**src/sv/tkpc_pkg.sv**
```systemverilog
`timescale 1ns / 1ps
// ----------------------------------------------------------------------------
// tkpc_pkg
// shared types, codes and widths for the touch key press classifier
// ----------------------------------------------------------------------------
package tkpc_pkg;

    // key count and derived index width
    localparam int NUM_KEYS  = 5;
    localparam int KEY_IDX_W = (NUM_KEYS > 1) ? $clog2(NUM_KEYS) : 1;

    // field widths
    localparam int KEY_W    = 3;
    localparam int SAMPLE_W = 15;
    localparam int THR_W    = 15;
    localparam int STEP_W   = 8;
    localparam int HOLD_W   = 16;
    localparam int ST_W     = 2;
    localparam int EV_W     = 2;
    localparam int OP_W     = 2;

    // register map
    localparam int CFG_ADDR_W = 4;
    localparam logic [1:0] REG_THRESHOLD = 2'd0;
    localparam logic [1:0] REG_STEP      = 2'd1;
    localparam logic [1:0] REG_LIMIT     = 2'd2;

    localparam logic [THR_W-1:0]  THRESHOLD_RST = THR_W'(1000);
    localparam logic [STEP_W-1:0] STEP_RST      = STEP_W'(10);
    localparam logic [HOLD_W-1:0] LIMIT_RST     = HOLD_W'(500);

    // input command codes
    localparam logic CMD_POLL      = 1'b0;
    localparam logic CMD_CALIBRATE = 1'b1;

    // classified operation codes
    localparam logic [OP_W-1:0] OP_SKIP      = 2'd0;
    localparam logic [OP_W-1:0] OP_POLL      = 2'd1;
    localparam logic [OP_W-1:0] OP_CALIBRATE = 2'd2;

    // per-key press state
    localparam logic [ST_W-1:0] ST_RELEASED  = 2'd0;
    localparam logic [ST_W-1:0] ST_HOLDING   = 2'd1;
    localparam logic [ST_W-1:0] ST_LONG_HOLD = 2'd2;

    // event codes
    localparam logic [EV_W-1:0] EV_NONE  = 2'd0;
    localparam logic [EV_W-1:0] EV_SHORT = 2'd1;
    localparam logic [EV_W-1:0] EV_LONG  = 2'd2;

    typedef struct packed {
        logic [OP_W-1:0]     op;
        logic [KEY_W-1:0]    key;
        logic [SAMPLE_W-1:0] sample;
    } item_t;

    typedef struct packed {
        logic [THR_W-1:0]  threshold;
        logic [STEP_W-1:0] step;
        logic [HOLD_W-1:0] limit;
    } cfg_t;

    function automatic logic [KEY_IDX_W-1:0] key_index(input logic [KEY_W-1:0] key);
        return KEY_IDX_W'(key);
    endfunction

    function automatic logic key_in_range(input logic [KEY_W-1:0] key);
        return (32'(key) < NUM_KEYS);
    endfunction

endpackage

```
**src/sv/touch_key_press_classifier.sv**
```systemverilog
`timescale 1ns / 1ps
// ----------------------------------------------------------------------------
// touch_key_press_classifier
// capacitive touch key short and long press classifier
// ----------------------------------------------------------------------------
//
// channel   dir  handshake                 payload
// s_*       in   s_tvalid / s_tready       s_tuser command, s_tdata key, sample
// m_*       out  m_tvalid / m_tready       m_tdata event_key, event_res, touched
// apb       in   psel, penable, pwrite     paddr, pwdata, prdata (pready tied high)
//
// one beat per cycle sustained while m_tready stays high; each beat gives
// exactly one result beat, which passes the input stage, the queue and the
// result register of the state update stage before m_tvalid rises
// the per-key state update is a read-modify-write in the back stage that is
// written as the beat is taken, so beats for one key may follow without gaps
// reset clears all baselines, hold times and press states at once
// a stall on m_* fills the result register, then the queue, then the input
// stage; s_tready drops only once all of them hold a beat
//
module touch_key_press_classifier
(
    input  logic                                clk,
    input  logic                                rst_n,
    // input stream
    input  logic                                s_tvalid,
    output logic                                s_tready,
    input  logic [23:0]                         s_tdata,   // [2:0] key, [17:3] sample
    input  logic                                s_tuser,   // [0] command
    // result stream
    output logic                                m_tvalid,
    input  logic                                m_tready,
    output logic [7:0]                          m_tdata,   // [2:0] event_key,
                                                           // [4:3] event_res, [5] touched
    // configuration port
    input  logic                                psel,
    input  logic                                penable,
    input  logic                                pwrite,
    input  logic [tkpc_pkg::CFG_ADDR_W-1:0]     paddr,
    input  logic [31:0]                         pwdata,
    output logic [31:0]                         prdata,
    output logic                                pready
);

    // configuration registers
    logic [tkpc_pkg::THR_W-1:0]  threshold_reg;
    logic [tkpc_pkg::STEP_W-1:0] step_reg;
    logic [tkpc_pkg::HOLD_W-1:0] limit_reg;
    logic                        cfg_write;
    logic [1:0]                  reg_sel;
    tkpc_pkg::cfg_t              cfg;

    // front to queue
    logic                        f_valid;
    logic                        f_ready;
    tkpc_pkg::item_t             f_item;

    // queue to back
    logic                        q_valid;
    logic                        q_ready;
    tkpc_pkg::item_t             q_item;

    // result fields
    logic [tkpc_pkg::KEY_W-1:0]  res_key;
    logic [tkpc_pkg::EV_W-1:0]   res_event;
    logic                        res_touched;

    assign pready    = 1'b1;
    assign reg_sel   = paddr[3:2];
    assign cfg_write = psel && penable && pwrite && pready;

    always_ff @(posedge clk or negedge rst_n)
    begin
        if (!rst_n)
        begin
            threshold_reg <= tkpc_pkg::THRESHOLD_RST;
            step_reg      <= tkpc_pkg::STEP_RST;
            limit_reg     <= tkpc_pkg::LIMIT_RST;
        end
        else if (cfg_write)
        begin
            unique case (reg_sel)
                tkpc_pkg::REG_THRESHOLD: threshold_reg <= pwdata[tkpc_pkg::THR_W-1:0];
                tkpc_pkg::REG_STEP:      step_reg      <= pwdata[tkpc_pkg::STEP_W-1:0];
                tkpc_pkg::REG_LIMIT:     limit_reg     <= pwdata[tkpc_pkg::HOLD_W-1:0];
                default:                 ;  // unmapped address, write dropped
            endcase
        end
    end

    // register readback, unmapped addresses read as zero
    always_comb
    begin
        unique case (reg_sel)
            tkpc_pkg::REG_THRESHOLD: prdata = 32'(threshold_reg);
            tkpc_pkg::REG_STEP:      prdata = 32'(step_reg);
            tkpc_pkg::REG_LIMIT:     prdata = 32'(limit_reg);
            default:                 prdata = '0;
        endcase
    end

    assign cfg.threshold = threshold_reg;
    assign cfg.step      = step_reg;
    assign cfg.limit     = limit_reg;

    // front: take the beat and tag it poll, calibrate or out-of-range skip
    tkpc_front u_front
    (
        .clk        (clk),
        .rst_n      (rst_n),
        .in_valid   (s_tvalid),
        .in_ready   (s_tready),
        .in_command (s_tuser),
        .in_key     (s_tdata[2:0]),
        .in_sample  (s_tdata[17:3]),
        .out_valid  (f_valid),
        .out_ready  (f_ready),
        .out_item   (f_item)
    );

    // decoupling queue between the two halves
    tkpc_queue u_queue
    (
        .clk        (clk),
        .rst_n      (rst_n),
        .push_valid (f_valid),
        .push_ready (f_ready),
        .push_item  (f_item),
        .pop_valid  (q_valid),
        .pop_ready  (q_ready),
        .pop_item   (q_item)
    );

    // back: per-key state update and result register
    tkpc_back u_back
    (
        .clk         (clk),
        .rst_n       (rst_n),
        .cfg         (cfg),
        .in_valid    (q_valid),
        .in_ready    (q_ready),
        .in_item     (q_item),
        .res_valid   (m_tvalid),
        .res_ready   (m_tready),
        .res_key     (res_key),
        .res_event   (res_event),
        .res_touched (res_touched)
    );

    assign m_tdata = {2'b00, res_touched, res_event, res_key};

endmodule

```
**src/sv/tkpc_front.sv**
```systemverilog
`timescale 1ns / 1ps
// ----------------------------------------------------------------------------
// tkpc_front
// input stage: takes a beat, classifies it and hands it to the queue
// ----------------------------------------------------------------------------
module tkpc_front
(
    input  logic                               clk,
    input  logic                               rst_n,
    input  logic                               in_valid,
    output logic                               in_ready,
    input  logic                               in_command,
    input  logic [tkpc_pkg::KEY_W-1:0]         in_key,
    input  logic [tkpc_pkg::SAMPLE_W-1:0]      in_sample,
    output logic                               out_valid,
    input  logic                               out_ready,
    output tkpc_pkg::item_t                    out_item
);

    logic            valid_reg;
    logic            valid_next;
    tkpc_pkg::item_t item_reg;
    tkpc_pkg::item_t item_next;
    logic            take;

    assign in_ready = !valid_reg || out_ready;
    assign take     = in_valid && in_ready;

    always_comb
    begin
        item_next.key    = in_key;
        item_next.sample = in_sample;
        priority if (!tkpc_pkg::key_in_range(in_key))
            item_next.op = tkpc_pkg::OP_SKIP;
        else if (in_command == tkpc_pkg::CMD_CALIBRATE)
            item_next.op = tkpc_pkg::OP_CALIBRATE;
        else
            item_next.op = tkpc_pkg::OP_POLL;
    end

    always_comb
    begin
        if (take)
            valid_next = 1'b1;
        else if (out_ready)
            valid_next = 1'b0;
        else
            valid_next = valid_reg;
    end

    always_ff @(posedge clk or negedge rst_n)
    begin
        if (!rst_n)
            valid_reg <= 1'b0;
        else
            valid_reg <= valid_next;
    end

    always_ff @(posedge clk)
    begin
        if (take)
            item_reg <= item_next;
    end

    assign out_valid = valid_reg;
    assign out_item  = item_reg;

endmodule

```
**src/sv/tkpc_queue.sv**
```systemverilog
`timescale 1ns / 1ps
// ----------------------------------------------------------------------------
// tkpc_queue
// two-entry queue of classified items between front and back
// ----------------------------------------------------------------------------
module tkpc_queue
(
    input  logic            clk,
    input  logic            rst_n,
    input  logic            push_valid,
    output logic            push_ready,
    input  tkpc_pkg::item_t push_item,
    output logic            pop_valid,
    input  logic            pop_ready,
    output tkpc_pkg::item_t pop_item
);

    tkpc_pkg::item_t entry_reg [2];
    logic            wr_ptr_reg;
    logic            wr_ptr_next;
    logic            rd_ptr_reg;
    logic            rd_ptr_next;
    logic [1:0]      count_reg;
    logic [1:0]      count_next;
    logic            push;
    logic            pop;

    assign push_ready = (count_reg != 2'd2);
    assign pop_valid  = (count_reg != 2'd0);
    assign push       = push_valid && push_ready;
    assign pop        = pop_valid && pop_ready;
    assign pop_item   = entry_reg[rd_ptr_reg];

    always_comb
    begin
        wr_ptr_next = push ? ~wr_ptr_reg : wr_ptr_reg;
        rd_ptr_next = pop ? ~rd_ptr_reg : rd_ptr_reg;
        unique case ({push, pop})
            2'b10:   count_next = count_reg + 2'd1;
            2'b01:   count_next = count_reg - 2'd1;
            default: count_next = count_reg;
        endcase
    end

    always_ff @(posedge clk or negedge rst_n)
    begin
        if (!rst_n)
        begin
            wr_ptr_reg <= 1'b0;
            rd_ptr_reg <= 1'b0;
            count_reg  <= 2'd0;
        end
        else
        begin
            wr_ptr_reg <= wr_ptr_next;
            rd_ptr_reg <= rd_ptr_next;
            count_reg  <= count_next;
        end
    end

    always_ff @(posedge clk)
    begin
        if (push)
            entry_reg[wr_ptr_reg] <= push_item;
    end

endmodule

```
**src/sv/tkpc_back.sv**
```systemverilog
`timescale 1ns / 1ps
// ----------------------------------------------------------------------------
// tkpc_back
// per-key baseline and press state update, result register
// ----------------------------------------------------------------------------
module tkpc_back
(
    input  logic                          clk,
    input  logic                          rst_n,
    input  tkpc_pkg::cfg_t                cfg,
    input  logic                          in_valid,
    output logic                          in_ready,
    input  tkpc_pkg::item_t               in_item,
    output logic                          res_valid,
    input  logic                          res_ready,
    output logic [tkpc_pkg::KEY_W-1:0]    res_key,
    output logic [tkpc_pkg::EV_W-1:0]     res_event,
    output logic                          res_touched
);

    logic [tkpc_pkg::SAMPLE_W-1:0] baseline_reg [tkpc_pkg::NUM_KEYS];
    logic [tkpc_pkg::ST_W-1:0]     state_reg    [tkpc_pkg::NUM_KEYS];
    logic [tkpc_pkg::HOLD_W-1:0]   hold_reg     [tkpc_pkg::NUM_KEYS];

    logic [tkpc_pkg::ST_W-1:0]     state_next;
    logic [tkpc_pkg::HOLD_W-1:0]   hold_next;

    logic                          res_valid_reg;
    logic                          res_valid_next;
    logic [tkpc_pkg::KEY_W-1:0]    res_key_reg;
    logic [tkpc_pkg::EV_W-1:0]     res_event_reg;
    logic [tkpc_pkg::EV_W-1:0]     res_event_next;
    logic                          res_touched_reg;
    logic                          res_touched_next;

    logic [tkpc_pkg::KEY_IDX_W-1:0] idx;
    logic [tkpc_pkg::SAMPLE_W-1:0]  base;
    logic [tkpc_pkg::SAMPLE_W-1:0]  diff;
    logic                           active;
    logic [tkpc_pkg::HOLD_W:0]      sum;
    logic [tkpc_pkg::HOLD_W-1:0]    hold_sat;
    logic                           take;
    logic                           is_poll;

    assign in_ready = !res_valid_reg || res_ready;
    assign take     = in_valid && in_ready;
    assign is_poll  = (in_item.op == tkpc_pkg::OP_POLL);

    assign idx  = tkpc_pkg::key_index(in_item.key);
    assign base = baseline_reg[idx];

    // absolute distance from the idle reading
    assign diff   = (in_item.sample >= base) ? (in_item.sample - base)
                                             : (base - in_item.sample);
    assign active = (diff > cfg.threshold);

    // saturating hold accumulation
    assign sum      = {1'b0, hold_reg[idx]} + (tkpc_pkg::HOLD_W + 1)'(cfg.step);
    assign hold_sat = sum[tkpc_pkg::HOLD_W] ? {tkpc_pkg::HOLD_W{1'b1}}
                                            : sum[tkpc_pkg::HOLD_W-1:0];

    always_comb
    begin
        state_next     = state_reg[idx];
        hold_next      = hold_reg[idx];
        res_event_next = tkpc_pkg::EV_NONE;
        unique case (state_reg[idx])
            tkpc_pkg::ST_HOLDING:
            begin
                if (!active)
                begin
                    hold_next      = '0;
                    state_next     = tkpc_pkg::ST_RELEASED;
                    res_event_next = tkpc_pkg::EV_SHORT;
                end
                else if (hold_sat > cfg.limit)
                begin
                    hold_next      = '0;
                    state_next     = tkpc_pkg::ST_LONG_HOLD;
                    res_event_next = tkpc_pkg::EV_LONG;
                end
                else
                begin
                    hold_next = hold_sat;
                end
            end
            tkpc_pkg::ST_LONG_HOLD:
            begin
                if (!active)
                    state_next = tkpc_pkg::ST_RELEASED;
            end
            default:
            begin
                if (active)
                begin
                    state_next = tkpc_pkg::ST_HOLDING;
                    hold_next  = hold_sat;
                end
            end
        endcase
        if (!is_poll)
            res_event_next = tkpc_pkg::EV_NONE;
        res_touched_next = is_poll && active;
    end

    always_comb
    begin
        if (take)
            res_valid_next = 1'b1;
        else if (res_ready)
            res_valid_next = 1'b0;
        else
            res_valid_next = res_valid_reg;
    end

    always_ff @(posedge clk or negedge rst_n)
    begin
        if (!rst_n)
        begin
            res_valid_reg <= 1'b0;
            for (int k = 0; k < tkpc_pkg::NUM_KEYS; k++)
            begin
                baseline_reg[k] <= '0;
                state_reg[k]    <= tkpc_pkg::ST_RELEASED;
                hold_reg[k]     <= '0;
            end
        end
        else
        begin
            res_valid_reg <= res_valid_next;
            if (take && (in_item.op == tkpc_pkg::OP_CALIBRATE))
                baseline_reg[idx] <= in_item.sample;
            if (take && is_poll)
            begin
                state_reg[idx] <= state_next;
                hold_reg[idx]  <= hold_next;
            end
        end
    end

    always_ff @(posedge clk)
    begin
        if (take)
        begin
            res_key_reg     <= in_item.key;
            res_event_reg   <= res_event_next;
            res_touched_reg <= res_touched_next;
        end
    end

    assign res_valid   = res_valid_reg;
    assign res_key     = res_key_reg;
    assign res_event   = res_event_reg;
    assign res_touched = res_touched_reg;

endmodule
```
**config.mk**
```make
export PLATFORM = sky130hd
export DESIGN_NAME = touch_key_press_classifier
export DESIGN_NICKNAME = d
export VERILOG_FILES = /design/src/sv/tkpc_pkg.sv /design/src/sv/touch_key_press_classifier.sv /design/src/sv/tkpc_front.sv /design/src/sv/tkpc_queue.sv /design/src/sv/tkpc_back.sv
export SDC_FILE = /design/constraint.sdc
export NUM_CORES = 1
export LEC_CHECK = 0
export BUFFER_PORTS_ARGS = -buffer_cell sky130_fd_sc_hd__buf_2
export CAP_MARGIN = 10
export CORE_ASPECT_RATIO = 0.5
export CORE_UTILIZATION = 49
export CTS_BUF_LIST = sky130_fd_sc_hd__clkbuf_8 sky130_fd_sc_hd__clkbuf_16
export DETAILED_ROUTE_END_ITERATION = 12
export PLACE_DENSITY = 0.76
export REMOVE_ABC_BUFFERS = 1
export SYNTH_ARGS = -nofsm -noshare
export SYNTH_HDL_FRONTEND = slang
export SYNTH_SLANG_ARGS = --single-unit
```
**constraint.sdc**
```tcl
create_clock -name clk -period 8 [get_ports clk]
set_clock_uncertainty 0.15 [all_clocks]
set_input_delay 0.8 -clock clk [delete_from_list [all_inputs] [get_ports clk]]
set_output_delay 0.8 -clock clk [all_outputs]
set_load 0.01 [all_outputs]
```
After elaboration in Yosys (flattened, before gate mapping)
Memories as Yosys holds them, arrays and structs flattened.
Index checks and enable logic that the tools add are counted.
W data, S select, Z words.

storage, ports and cells
  bits in registers = 236
  RAM bits = 40
  input port bits = 68
  output and inout bits = 43
  logic and storage cells = 117
  memories kept = 1

operators by class
  add/sub/neg operators = 5
  $lt $le $gt $ge = 6
  equal/unequal tests = 9
  multiplexer cells = 40
  bitwise operators = 3
  reduce and logical (&&, ||, !) cells = 23

memories
  name               words  bits a word  read ports  clocked after memory_dff  wr ports  line              source
  u_queue.entry_reg  2      20           1           0                         1         tkpc_queue.sv:18  tkpc_pkg::item_t entry_reg [2];

operators with widths
  kind                  count
  $mux W16              7
  $bwmux W80            1
  $bwmux W75            1
  $mux W15              4
  $bmux W16 S3          1
  $demux W16 S3         1
  $pmux W16 S3          1
  $bmux W15 S3          1
  $demux W15 S3         1
  $pmux W16 S2          1
  $sub A15 B15 Y15      2
  $mux W2               9
  $add A16 B8 Y17       1
  $gt A16 B16 Y1        1
  $ge A15 B15 Y1        1
  $gt A15 B15 Y1        1
  $bwmux W10            1
  $logic_and A1 B1 Y1   9
  $eq A2 B1 Y1 const B  4
  $eq A2 B2 Y1 const B  4
  $pmux W2 S2           2
  $reduce_and A2 Y1     4
  $reduce_bool A2 Y1    4
  $mux W1               7
  other kinds (14)      17

Logic depth before layout (Yosys ltp)
An unclocked memory read counts as a cell.

  depth in word-level cells = 12
  depth in mapped cells = 31
  depth with buffers taken out = 25

By module
From an unflattened synthesis, not the netlist that was laid out.

unflattened totals
  cell total of the unflattened synthesis = 1,424
  area, all modules = 15,313.4 µm²

by module, submodules not included
  module                      times used  cells an instance  area each (µm²)  sequential area each (µm²)
  tkpc_back                   1           1,166              11,030.6         4,334.2
  touch_key_press_classifier  1           152                1,978.1          993.5
  tkpc_queue                  1           79                 1,631.6          1,301.2
  tkpc_front                  1           27                 673.1            625.6

Least setup slack after synthesis
Ideal clock, no wire load.

  kind = register to register
  start = register u_queue.rd_ptr_reg
  end = register u_back.hold_reg[14] in the netlist's numbering
  setup time = 0.065 ns
  arrival time = 6.784 ns
  required time = 7.785 ns
  slack = 1.001 ns
  cell stages (with the launch flop) = 31
  buffers on the path = 7
  clock period less this slack = 6.999 ns
  path through = dfrtp_1 -> buf_6 -> mux2i_4 -> inv_2 -> buf_6 -> buf_6 -> clkbuf_1 -> buf_1 -> mux2i_1 -> o21ai_0 -> a222oi_1 -> inv_1 -> ha_1 -> clkbuf_1 -> and4_1 -> o21ai_0 -> nor4b_1 -> o211a_1 -> nor2_1 -> mux2_2 -> o41ai_1 -> xor2_1 -> ha_1 -> nand4_1 -> or4_1 -> o22ai_2 -> o311ai_1 -> clkbuf_1 -> a31oi_1 -> a2bb2oi_1 -> mux2_2

between the ends
  word-level cells in the longest chain between the ends = 12
  elaborated cells between the ends (all ways) = 33
  classes of those cells = 3 x add/sub; 5 x order compare; 3 x eq/ne; 18 x mux; 1 x bitwise; 2 x reduce/logical; 1 x memory

ends and longest elaborated chain
  element                                       line                              source
  start, declared                               tkpc_queue.sv:21                  logic rd_ptr_reg;
  start signal, assigned                        tkpc_queue.sv:56                  rd_ptr_reg <= rd_ptr_next;
  $mem_v2 Z2 W20 (*)                            -
  $not A3 Y4 (implied by the code)              -
  $bmux W16 S3                                  tkpc_back.sv:58, tkpc_back.sv:65
  $mux W16 (implied by the code) (2 in series)  tkpc_back.sv:58, tkpc_back.sv:65
  $add A16 B8 Y17                               tkpc_back.sv:58                   assign sum = {1'b0, hold_reg[idx]} + (tkpc_pkg::HOLD_W + 1)'(cfg.step);
  $mux W16                                      tkpc_back.sv:59                   assign hold_sat = sum[tkpc_pkg::HOLD_W] ? {tkpc_pkg::HOLD_W{1'b1}}
  $gt A16 B16 Y1                                tkpc_back.sv:76                   else if (hold_sat > cfg.limit)
  $mux W16                                      tkpc_back.sv:76
  $mux W16                                      tkpc_back.sv:70                   if (!active)
  $pmux W16 S2                                  tkpc_back.sv:67                   unique case (state_reg[idx])
  $bwmux W80                                    tkpc_back.sv:136                  hold_reg[idx] <= hold_next;
  end signal, assigned by index                 tkpc_back.sv:136
  end, declared                                 tkpc_back.sv:23                   logic [tkpc_pkg::HOLD_W-1:0] hold_reg [tkpc_pkg::NUM_KEYS];

Every way passes the cells marked *; elsewhere a longest branch is shown, timed or not. The select of a mux whose other input is x is not followed.
A chain may end at the register's enable or synchronous reset.

Worst setup path in the final report
  start = register u_queue.rd_ptr_reg
  end = register u_back.hold_reg[42] in the netlist's numbering

Same word-level chain as after synthesis.

==> summary.txt <==
Yosys
  – Simple-Gate Fraction of Synth Area: 13.3%
  – Compound-Gate Fraction of Synth Area: 15.3%
  – Largest family of logic cells by synthesized area: compound AO/OA/AOI/OAI gates
  – Yosys cell types: 81
  – Synth Area in Adders: between 6 and 7%
  – Post-Syn Area per Cell: ~9.9 um^2
  – Yosys warnings: 0
  – Synthesized instance count: 1507
  – Seq cells post-synth: 276
  – Mux share of post-synthesis cell area: under 10%
  – Post-synthesis async set-or-reset flop share: 76.1%
  – Seq/Total Area, Yosys: ~48%
  – Post-Syn Area: around 15000 um^2
  – Post-synth EDFFs: 66
  – Top FF cell, synth: dfrtp_1
  – Post-Synth XOR/XNOR Area: 1.46%

Run status
  – Status: finished clean

Clock tree
  – Clock transition at the registers of the reported paths: about 0.07 ns
  – Max clock buf depth: 3
  – Clock root cell: clkbuf_16
  – CTS Sinks: 276
  – CTS tree: yes
  – TritonCTS Buffers: 26
  – Clk Latency, worst-skew pair: ~0.54 ns
  – H-tree levels: 1

Worst setup path
  – WP data required: 8.33 ns
  – Slowest-stage cell, CP: nor3b_1
  – CP Class: flip-flop to flip-flop
  – CP peak stage delay: 0.78 ns
  – Worst Path Max Fanout: 22
  – Crit path launch type: flip-flop
  – CP Capture Type: flip-flop
  – Crit path top cell by count: buf_4
  – Worst path arrival time: around 7.9 ns

STA
  – Slew headroom: 21.7%
  – Least-Margin Pin Slew: 1.17 ns
  – Setup violations, final: 0
  – Slew Viols, Final: 0
  – Hold Fails Final Rpt: 0
  – Final period util: 94.3%
  – Crit path time final: 7.54 ns
  – Fmax: 0.133 GHz
  – Setup WS post-layout: around 0.46 ns
  – RSZ-0062 raised after global routing: false

Cells and area
  – Ant. Diodes: 0
  – Final #Nets: 1700
  – Max reg flops: 80
  – Layout cell share with drive strength beyond 1: between 10% and 20%
  – Area Overhead vs Synth: 10.2%

Die
  – Row Count: 44
  – Die X: 249 um
  – DIE HEIGHT: 126 um
  – IO Pins: 111
  – Core Box Area: 29500 um^2
  – Initial Util: 50.8%
  – Die area: 31300 um^2

Drt
  – WL final: approximately 35 mm
  – Post-route ant nets: 0
  – Initial DRC count: 932
  – DR DRC count: 0
  – DRT Pass-1 Iters: 7
  – Via Count: around 11000
  – Vias per inst: 5.69
  – Avg WL per Cell: 17.6 um

Run
  – Max-Cap Viols: 0

Placed design
  – DP HPWL: 24.3 mm
  – Place WS: 0.438 ns
  – Placer Congestion: 0.910
  – Port bufs: 67

Global routing
  – Vias in the first global route: ~11000
  – First-pass GRT wire length: 57.0 mm
  – Total GRT Usage: between 20% and 30%
  – Largest net degree at the start of global routing: 82
  – Initial antenna violation count: 0
  – Total gr overflow: 0

Hold path
  – Hold crit path type: input port to asynchronous set/reset pin
placed cells by master (no fill, tap or decap), types with 13 or more instances in the layout:
| cell | n |
|---|---|
| mux2i_1 | 46 |
| nor2_1 | 71 |
| a21oi_1 | 50 |
| nor2b_1 | 13 |
| mux2_2 | 82 |
| edfxtp_1 | 66 |
| buf_4 | 35 |
| buf_2 | 66 |
| nand3_1 | 38 |
| ha_1 | 72 |
| a31oi_1 | 30 |
| o21ai_0 | 167 |
| xor2_1 | 13 |
| dfrtp_1 | 196 |
| nand2_1 | 239 |
| conb_1 | 19 |
| clkbuf_16 | 27 |
| inv_1 | 97 |
| dfstp_2 | 14 |
| nor3_1 | 18 |
Yosys cell counts (all sizes together), types with 13 or more instances:
| cell type | count | area (um^2) |
|---|---|---|
| o21ai | 176 | 881 |
| a31oi | 30 | 188 |
| mux2 | 82 | 923 |
| mux2i | 49 | 507 |
| a21oi | 50 | 250 |
| edfxtp | 66 | 1980 |
| buf | 40 | 261 |
| nor2b | 13 | 81.3 |
| clkbuf | 57 | 214 |
| nand2 | 240 | 903 |
| nor2 | 71 | 267 |
| nor3 | 24 | 141 |
| xor2 | 13 | 114 |
| nand3 | 38 | 190 |
| inv | 88 | 330 |
| dfrtp | 196 | 4900 |
| ha | 72 | 901 |
| dfstp | 14 | 368 |
kinds of logic after synthesis:
| logic type | after synthesis |
|---|---|
| simple gates | 443 |
| compound gates | 369 |
| fa+ha+maj | 75 |
| other cells | 2 |
| flops | 276 |
| mux | 132 |
| buf+inv | 185 |
| xor+xnor | 25 |
metal layers:
| metal | track usage, % | vias up | part of all wire (%) |
|---|---|---|---|
| met4 | 5.27 | 0 | 1.8 |
| met2 | 36.5 | 290 | 47 |
| met3 | 3.35 | 46 | 4.7 |
| met5 | 0 | - | 0 |
| met1 | 31.8 | 5481 | 47 |
| li1 | - | 5380 | - |
area by class of cell:
class / instances / area (um^2)
flip-flops and latches: 276 / 7250
fillers: 2553 / 13000
well taps: 391 / 489
clock buffers: 27 / 676
inverters: 88 / 330
multi-input cells: 1063 / 7050
clock inverters: 21 / 91.3
repair buffers: 102 / 607
timing repair:
action / in CTS / in global routing
buffers inserted: 0 / 1
endpoints found under the setup margin: 0 / 44
hold buffers: 0 / 0
resized for setup: 0 / 2
final timing paths:
path                                 startpoint                       end  slack, ns  cells past startpoint
setup / recovery             u_queue.rd_ptr_reg       u_back.hold_reg[42]       0.46                     26
hold / removal                            rst_n   u_back.baseline_reg[69]       0.12                      1
setup reg to reg             u_queue.rd_ptr_reg       u_back.hold_reg[42]       0.46                     26
hold reg to reg            u_front.out_item[14]  u_queue.entry_reg[0][14]       0.29                      0
max in group asynchronous                 rst_n       u_back.hold_reg[10]       6.09                      2
min in group clk                     s_tdata[9]       u_front.out_item[6]       0.28                      1
critical path: cells and delay by family, from the launching register on:
kind	cells	cell delay (ns)
fa+ha+maj	2	0.59
buf+inv	5	1.11
mux	2	0.52
compound gates	11	2.08
flops	1	0.68
simple gates	6	2.30
per-stage QoR:
| step | utilization [%] | TNS (ns) | std cells | instance area, um^2 | hold WS (ns) |
|---|---|---|---|---|---|
| 6_report | 55.9 | 0 | 1968 | 16500 | 0.117 |
| 5_1_grt | 55.9 | 0 | 1968 | 16500 | 0.174 |
| 4_1_cts | 55.9 | 0 | 1967 | 16500 | 0.144 |
| 3_5_place_dp | 53.3 | 0 | 1919 | 15700 | 0.282 |
| 3_3_place_gp | 53.3 | 0 | 1919 | 15700 | 0.274 |
| 2_1_floorplan | - | -76.98 | 1427 | 14600 | 0.271 |
Power is not shown: default switching activity piles up to over one toggle a cycle in this logic, so the estimate is an artifact.
